===== src/rtl/core/vrt_pkg.sv =====
// ----------------------------------------------------------------------------
// vrt_pkg
// Types, constants and register indexes for the velocity-rescaling thermostat.
// ----------------------------------------------------------------------------
package vrt_pkg;

  localparam int unsigned CfgIdxW  = 2;
  localparam int unsigned CfgDataW = 32;
  localparam int unsigned SumW     = 48;
  localparam int unsigned CountW   = 16;
  localparam int unsigned DvdW     = 64;
  localparam int unsigned IterW    = 6;

  localparam logic [CfgIdxW-1:0] CFG_SAMPLE_PERIOD = 2'd0;
  localparam logic [CfgIdxW-1:0] CFG_TARGET_ENERGY = 2'd1;

  localparam logic [31:0]       ScaleOne   = 32'd65536;
  localparam logic [31:0]       ScaleMax   = 32'hFFFF_FFFF;
  localparam logic [SumW-1:0]   SumMax     = {SumW{1'b1}};
  localparam logic [CountW-1:0] CountMax   = {CountW{1'b1}};
  localparam logic [IterW-1:0]  DivLast    = 6'd63;
  localparam logic [IterW-1:0]  SqrtLast   = 6'd31;

  typedef struct packed {
    logic        command;
    logic [31:0] step_index;
    logic [31:0] kinetic_energy;
    logic signed [31:0] vel_x;
    logic signed [31:0] vel_y;
    logic signed [31:0] vel_z;
  } in_word_t;

  typedef struct packed {
    logic        rescaled;
    logic [31:0] scale_factor;
    logic signed [31:0] vel_x_out;
    logic signed [31:0] vel_y_out;
    logic signed [31:0] vel_z_out;
  } out_word_t;

  typedef enum logic [1:0] {
    DIV_MOD = 2'd0,
    DIV_AVG = 2'd1,
    DIV_QUO = 2'd2
  } div_src_e;

  typedef enum logic [1:0] {
    COMP_X = 2'd0,
    COMP_Y = 2'd1,
    COMP_Z = 2'd2
  } comp_e;

  typedef struct packed {
    logic     load;
    logic     div_start;
    div_src_e div_src;
    logic     div_step;
    logic     sqrt_start;
    logic     sqrt_step;
    logic     scale_max;
    logic     scale_root;
    logic     rescale;
    logic     mul_en;
    comp_e    mul_sel;
    logic     sto_en;
    comp_e    sto_sel;
    logic     out_load;
  } dp_cmd_t;

  typedef struct packed {
    logic in_vel;
    logic div_last;
    logic sqrt_last;
    logic rem_zero;
    logic quo_zero;
  } dp_status_t;

endpackage


===== src/rtl/core/vrt_ctrl.sv =====
// ----------------------------------------------------------------------------
// vrt_ctrl
// Sequencer: handshakes, divide/root ordering and velocity multiply steps.
// ----------------------------------------------------------------------------
module vrt_ctrl import vrt_pkg::*; (
  input  logic       clk_i,
  input  logic       rst_ni,
  input  logic       in_valid_i,
  output logic       in_stall_o,
  output logic       out_valid_o,
  input  logic       out_stall_i,
  input  dp_status_t status_i,
  output dp_cmd_t    cmd_o
);

  typedef enum logic [14:0] {
    S_IDLE    = 15'b000000000000001,
    S_MOD_LD  = 15'b000000000000010,
    S_MOD_RUN = 15'b000000000000100,
    S_AVG_LD  = 15'b000000000001000,
    S_AVG_RUN = 15'b000000000010000,
    S_QUO_LD  = 15'b000000000100000,
    S_QUO_RUN = 15'b000000001000000,
    S_SQ_LD   = 15'b000000010000000,
    S_SQ_RUN  = 15'b000000100000000,
    S_SQ_END  = 15'b000001000000000,
    S_MX      = 15'b000010000000000,
    S_MY      = 15'b000100000000000,
    S_MZ      = 15'b001000000000000,
    S_MW      = 15'b010000000000000,
    S_DONE    = 15'b100000000000000
  } state_e;

  state_e state_q, state_d;
  logic   out_valid_q, out_valid_d;
  logic   out_free;

  assign out_free   = !out_valid_q || !out_stall_i;
  assign in_stall_o = (state_q != S_IDLE);

  always_comb begin
    state_d = state_q;
    cmd_o   = '0;
    case (state_q)
      S_IDLE: begin
        if (in_valid_i) begin
          cmd_o.load = 1'b1;
          state_d    = status_i.in_vel ? S_MX : S_MOD_LD;
        end
      end
      S_MOD_LD: begin
        cmd_o.div_start = 1'b1;
        cmd_o.div_src   = DIV_MOD;
        state_d         = S_MOD_RUN;
      end
      S_MOD_RUN: begin
        cmd_o.div_step = 1'b1;
        if (status_i.div_last) state_d = S_AVG_LD;
      end
      S_AVG_LD: begin
        if (!status_i.rem_zero) begin
          state_d = S_DONE;
        end else begin
          cmd_o.div_start = 1'b1;
          cmd_o.div_src   = DIV_AVG;
          state_d         = S_AVG_RUN;
        end
      end
      S_AVG_RUN: begin
        cmd_o.div_step = 1'b1;
        if (status_i.div_last) state_d = S_QUO_LD;
      end
      S_QUO_LD: begin
        // zero average: scale goes to full range
        if (status_i.quo_zero) begin
          cmd_o.scale_max = 1'b1;
          cmd_o.rescale   = 1'b1;
          state_d         = S_DONE;
        end else begin
          cmd_o.div_start = 1'b1;
          cmd_o.div_src   = DIV_QUO;
          state_d         = S_QUO_RUN;
        end
      end
      S_QUO_RUN: begin
        cmd_o.div_step = 1'b1;
        if (status_i.div_last) state_d = S_SQ_LD;
      end
      S_SQ_LD: begin
        cmd_o.sqrt_start = 1'b1;
        state_d          = S_SQ_RUN;
      end
      S_SQ_RUN: begin
        cmd_o.sqrt_step = 1'b1;
        if (status_i.sqrt_last) state_d = S_SQ_END;
      end
      S_SQ_END: begin
        cmd_o.scale_root = 1'b1;
        cmd_o.rescale    = 1'b1;
        state_d          = S_DONE;
      end
      S_MX: begin
        cmd_o.mul_en  = 1'b1;
        cmd_o.mul_sel = COMP_X;
        state_d       = S_MY;
      end
      S_MY: begin
        cmd_o.mul_en  = 1'b1;
        cmd_o.mul_sel = COMP_Y;
        cmd_o.sto_en  = 1'b1;
        cmd_o.sto_sel = COMP_X;
        state_d       = S_MZ;
      end
      S_MZ: begin
        cmd_o.mul_en  = 1'b1;
        cmd_o.mul_sel = COMP_Z;
        cmd_o.sto_en  = 1'b1;
        cmd_o.sto_sel = COMP_Y;
        state_d       = S_MW;
      end
      S_MW: begin
        cmd_o.sto_en  = 1'b1;
        cmd_o.sto_sel = COMP_Z;
        state_d       = S_DONE;
      end
      S_DONE: begin
        if (out_free) begin
          cmd_o.out_load = 1'b1;
          state_d        = S_IDLE;
        end
      end
      default: state_d = S_IDLE;
    endcase
  end

  always_comb begin
    out_valid_d = out_valid_q;
    if (out_valid_q && !out_stall_i) out_valid_d = 1'b0;
    if (cmd_o.out_load)              out_valid_d = 1'b1;
  end

  always_ff @(posedge clk_i or negedge rst_ni) begin
    if (!rst_ni) begin
      state_q     <= S_IDLE;
      out_valid_q <= 1'b0;
    end else begin
      state_q     <= state_d;
      out_valid_q <= out_valid_d;
    end
  end

  assign out_valid_o = out_valid_q;

endmodule


===== config.mk =====
export PLATFORM = sky130hd
export DESIGN_NAME = vrt_ctrl
export DESIGN_NICKNAME = d
export VERILOG_FILES = /design/src/rtl/core/vrt_pkg.sv /design/src/rtl/core/vrt_ctrl.sv
export SDC_FILE = /design/constraint.sdc
export NUM_CORES = 1
export LEC_CHECK = 0
export BUFFER_PORTS_ARGS = -buffer_cell sky130_fd_sc_hd__buf_4
export CAP_MARGIN = 20
export CORE_MARGIN = 2
export CORE_UTILIZATION = 55
export DETAILED_ROUTE_END_ITERATION = 8
export GPL_TIMING_DRIVEN = 0
export PLACE_DENSITY = 0.83
export RECOVER_POWER = 100
export SLEW_MARGIN = 20
export SYNTH_ARGS = -nofsm -noshare
export SYNTH_HDL_FRONTEND = slang
export SYNTH_SLANG_ARGS = --single-unit

===== constraint.sdc =====
create_clock -name clk_i -period 5.55 [get_ports clk_i]
set_clock_uncertainty 0.1 [all_clocks]
set_input_delay 0.8325 -clock clk_i [delete_from_list [all_inputs] [get_ports clk_i]]
set_output_delay 0.8325 -clock clk_i [all_outputs]
set_load 0.03 [all_outputs]

Yosys cells after proc, flatten, opt, wreduce, memory -nomap -nowiden
Cells that the tools add are included.
{"block": "word_totals", "regBits": 16, "inputBits": 9, "output_inout_bits": 19, "word_cells": 60}
{"block": "classes", "n_eq_ne": 22, "mux": 28, "n_reduce_logical": 8}
{"operator": "15-bit one-hot mux with 14 select lines", "count": 1}
{"operator": "15-bit two-way mux", "count": 8}
{"operator": "3-bit one-hot mux with 3 select lines", "count": 3}
{"operator": "15-bit by 1-bit equality test with 1-bit output, second input constant", "count": 1}
{"operator": "15-bit by 10-bit equality test with 1-bit output, second input constant", "count": 1}
{"operator": "15-bit by 11-bit equality test with 1-bit output, second input constant", "count": 1}
{"operator": "15-bit by 12-bit equality test with 1-bit output, second input constant", "count": 1}
{"operator": "15-bit by 13-bit equality test with 1-bit output, second input constant", "count": 1}
{"operator": "15-bit by 14-bit equality test with 1-bit output, second input constant", "count": 1}
{"operator": "15-bit equality test, second input constant", "count": 1}
{"operator": "15-bit by 2-bit equality test with 1-bit output, second input constant", "count": 1}
{"operator": "15-bit by 3-bit equality test with 1-bit output, second input constant", "count": 1}
{"operator": "15-bit by 4-bit equality test with 1-bit output, second input constant", "count": 1}
{"operator": "15-bit by 5-bit equality test with 1-bit output, second input constant", "count": 1}
{"operator": "15-bit by 6-bit equality test with 1-bit output, second input constant", "count": 1}
{"operator": "15-bit by 7-bit equality test with 1-bit output, second input constant", "count": 1}
{"operator": "15-bit by 8-bit equality test with 1-bit output, second input constant", "count": 1}
{"operator": "15-bit by 9-bit equality test with 1-bit output, second input constant", "count": 1}
{"operator": "15-bit by 1-bit != test with 1-bit output, second input constant", "count": 1}
{"operator": "1-bit two-way mux", "count": 12}
{"operator": "2-bit != test, second input constant", "count": 6}
{"operator": "11-bit two-way mux", "count": 1}
{"operator": "3-bit two-way mux", "count": 2}
{"operator": "6-bit AND reduction", "count": 1}
{"operator": "7 further kinds", "count": 8}

Depth between registers and ports, before layout
{"block": "logic_depth", "depth_word": 5, "ltp_mapped": 7, "ltp_nobuf": 6}

Worst setup path after synthesis
Ideal clock, no wire load.
{"block": "synth_timing", "kind": "register to output", "startpoint": "register state_q[3]", "endpoint": "output port cmd_o[3] (netlist name)", "arrival_time_ps": 2587, "t_required_ps": 4618, "slack_ps": 2031, "path_stages_with_launch": 6, "n_path_buf": 1, "path_cell_list": "dfrtp_1 > clkbuf_1 > nor4_2 > nand2_2 > nor4_1 > o21bai_1"}
{"item": "start, declared", "line": "vrt_ctrl.sv:34", "text": "state_e state_q, state_d;"}
{"item": "start signal, assigned", "line": "vrt_ctrl.sv:147", "text": "state_q <= state_d;"}
{"item": "end, declared", "line": "vrt_ctrl.sv:13", "text": "output dp_cmd_t cmd_o"}

==> flow_summary.toml <==
[grt]
grt_pass1_vias = 945
maximum_number_of_pins_on_one_net_before_global_route_repair = 17
grt_remaining_overflow = 0
groute.usage.overall = 0.251
grt_antenna_before_repair = 0
grt_pass1_wl_um = 3950

[routing]
met2_wirelength_um = 1370
wire_per_inst_um = 15.3
drt_drc = 0
routed_wirelength_um = 2630
drt-initial-drc-count = 30
route.vias.total = 1015
post_drt_via_cell_ratio = 5.90
wl_met1_um = 1100
wl_met3_um = 125
detail_route_antenna_nets = 0
detailedRoute.firstPassIterationCount = 6
highest_layer = "met4"

[layout]
ant_diodes = 0
fillerInstances = 160
finish.net_count = 157
drive_gt1_frac = 0.170
design_area_um2 = 1220
area_growth_pct = 16.7
instances_no_fill = 172

[power_and_ir_drop]
p_int_uw = 274
leakage_nw = 0.587
power.density_nw_per_um2 = 436
vdd_drop_max_v = 0.000309
part_of_the_power_in_registers = 0.283
comb_power_share = 0.571
switching_share = 0.487
power_frac_clock = 0.146
power.net_switching_uw = 260

[worst_hold_path]
hold_path.class = "flop to flop"

[timing]
worst_slew_margin_rel = 0.152
slew_viol_final = 0
worst_pin_slew_ns = 1.26
timing.final.hold_violations = 0
timing.setup.tns_ns = 0
finalCritPeriodShare = 0.748
period_minus_slack_ns = 4.15
max_freq_mhz = 241
setup-violations-final = 0
rsz0062_at_grt = "no"
hold_slack_ns = 0.436

[floorplan]
initial_core_util = 0.594
design.core.area_um2 = 1760
placementRows = 15
die-width_um = 47.7
num_io_pins = 28
die_area_um2 = 2270
die_height_um = 47.7

[cts]
cells_resized_by_post_cts_repair = 0
worst_setup_hold_path_clk_slew_ns = 0.10
ctsHtreeMaxLevel = 1
cts_tree = "yes"
root_buffer = "sky130_fd_sc_hd__clkbuf_4"
cts_setup_buffers = 0
clk-insertion-delay-late_ns = 0.29
ctsLongestPathBuffers = 2
cts.hold.buffers_added = 0
cts-buffers-inserted = 3
cts_sinks = 16

[placed_design]
dp_hpwl_um = 1940
placed_cell_area_um2 = 1280
gp_routability_congestion = 0.881
placed_cells_incl_taps = 168
port-buffer-count = 27

[synth]
ys_ff_latch = 16
synth_area_leader_cell = "sky130_fd_sc_hd__dfrtp_1"
syn-mean-instance-area_um2 = 9.04
ys_dominant_reg_cell = "sky130_fd_sc_hd__dfrtp_1"
ys_async_sr_fraction = 1.00
ys_top_cells_by_area = "sky130_fd_sc_hd__dfrtp_1 (36%), sky130_fd_sc_hd__nor3_1 (5.7%), sky130_fd_sc_hd__nor2_1 (4.3%), sky130_fd_sc_hd__nand4b_1 (4.2%), sky130_fd_sc_hd__nor4_4 (4.1%)"
post_synth_num_cell_types = 40
synth.yosys.warnings = 0
post_synth_inst_count = 116
synth_sequential_area_ratio = 0.383
yosys_top_cell_area_share = 0.358
syn-num-nets = 125
syn-cell-area_um2 = 1050
synth-edff-count = 0

[worst_setup_path]
crit_chain = "nor4_1, nand2_1, a21o_1, and2_0, o21ai_4, nor2_1, clkbuf_1"
worstSetupEndpointType = "primary output"
kind_of_cell_adding_the_most_delay_to_the_critical_path = "simple AND/OR/NAND/NOR gates"
cpMaxStageDelayCell = "sky130_fd_sc_hd__nor4_1"
crit_required_ns = 4.62
worst_ep_arrival_time_ns = 3.22
critPathMaxStageDelay_ns = 1.07
critPathMaxFanout = 9
worst_setup_path_start_kind = "flop"
criticalPathCategory = "flop to primary output"
crit_buf_inv = 1

[status]
run_status = "complete, no violations"

[flow_run]
max_cap_violations = 0
==> tightest hold or removal path, delay by kind of cell, from the launching register on <==
family	cells	cell delay, ns
simple gates	2	0.13
flops	1	0.38
==> cell type report <==
class | count | area (um2) | area share
Tap cell | 25 | 31.3 | 0.0256
Clock buffer | 4 | 36.3 | 0.0297
Buffer | 4 | 20.0 | 0.0164
Sequential cell | 16 | 402 | 0.328
Inverter | 5 | 18.8 | 0.0153
Timing Repair Buffer | 27 | 131 | 0.107
Multi-Input combinational cell | 91 | 584 | 0.478
==> synth_stat cells (2+ instances only) <==
cell type,number
sky130_fd_sc_hd__xor2_1,2
sky130_fd_sc_hd__nand3_1,2
sky130_fd_sc_hd__nor4_4,2
sky130_fd_sc_hd__nor3b_1,4
sky130_fd_sc_hd__nor4b_1,2
sky130_fd_sc_hd__clkbuf_1,2
sky130_fd_sc_hd__nand4b_1,5
sky130_fd_sc_hd__nor3_1,12
sky130_fd_sc_hd__nor2_1,12
sky130_fd_sc_hd__and2_1,2
sky130_fd_sc_hd__a21o_1,3
sky130_fd_sc_hd__nor4_1,5
sky130_fd_sc_hd__inv_1,5
sky130_fd_sc_hd__or2_2,2
sky130_fd_sc_hd__o21ai_0,3
sky130_fd_sc_hd__or3_1,2
sky130_fd_sc_hd__a21oi_1,3
sky130_fd_sc_hd__nor2b_1,4
sky130_fd_sc_hd__nand2_1,8
sky130_fd_sc_hd__and4b_1,2
sky130_fd_sc_hd__dfrtp_1,15
==> metrics by stage <==
stage                     utilization  power, mW  setup WS (ns)
after CTS                       0.748      0.555           2.11
after floorplan                     -      0.386           2.03
final                           0.694      0.534           1.40
after detailed placement        0.727      0.474           2.43
after global placement          0.727      0.464           2.49
after global routing            0.694      0.569           1.07
==> placed cells by master, fill, tap and decap left out, types with 2 or more instances in the layout <==
cell	count
sky130_fd_sc_hd__inv_1	5
sky130_fd_sc_hd__a21oi_1	3
sky130_fd_sc_hd__and4b_1	2
sky130_fd_sc_hd__o21ai_0	3
sky130_fd_sc_hd__nand3_1	2
sky130_fd_sc_hd__nand2_1	8
sky130_fd_sc_hd__buf_4	9
sky130_fd_sc_hd__nor3_1	12
sky130_fd_sc_hd__nor3b_1	4
sky130_fd_sc_hd__dfrtp_1	15
sky130_fd_sc_hd__or3_1	2
sky130_fd_sc_hd__nor2_1	12
sky130_fd_sc_hd__nor2b_1	4
sky130_fd_sc_hd__clkbuf_1	21
sky130_fd_sc_hd__nand4b_1	5
sky130_fd_sc_hd__nor4_1	7
sky130_fd_sc_hd__or2_2	2
sky130_fd_sc_hd__clkbuf_4	3
sky130_fd_sc_hd__xor2_1	2
sky130_fd_sc_hd__a21o_1	3
sky130_fd_sc_hd__and2_0	2
sky130_fd_sc_hd__nor4b_1	2
==> power groups by stage <==
stage	Clock (mW)	Combinational [mW]	Sequential (mW)
after global placement	0	0.310	0.155
final	0.0780	0.305	0.151
after detailed placement	0	0.319	0.155
after global routing	0.0844	0.331	0.154
after floorplan	0	0.234	0.151
after CTS	0.0783	0.324	0.153
==> layer usage <==
layer,global-route usage,vias to the layer above
met1,0.287,482
met5,0,-
li1,-,490
met4,0.103,0
met2,0.470,37
met3,0.0264,6
==> registers in the layout, summed over array words and instances (netlist names) <==
name / flops
out_valid_o: 1
state_q: 15
==> final timing paths <==
check	slack, ns	to	depth (start not counted)	start
worst min register to register	0.44	out_valid_o	2	out_valid_o
worst min-delay path	0.44	out_valid_o	2	out_valid_o
worst max-delay path	1.40	cmd_o[16]	7	state_q[9]
max in group asynchronous	4.28	state_q[14]	1	rst_ni
min in group asynchronous	0.53	state_q[4]	1	rst_ni
worst max register to register	2.58	state_q[0]	6	state_q[9]
==> kinds of logic after synthesis <==
kind of cell           share of synthesized area
AO/OA/AOI/OAI                             0.0811
buffers and inverters                     0.0370
XOR/XNOR                                  0.0167
AND/OR/NAND/NOR                            0.482
flip-flops                                 0.383
No activity file was read; power rests on OpenSTA's default activity.
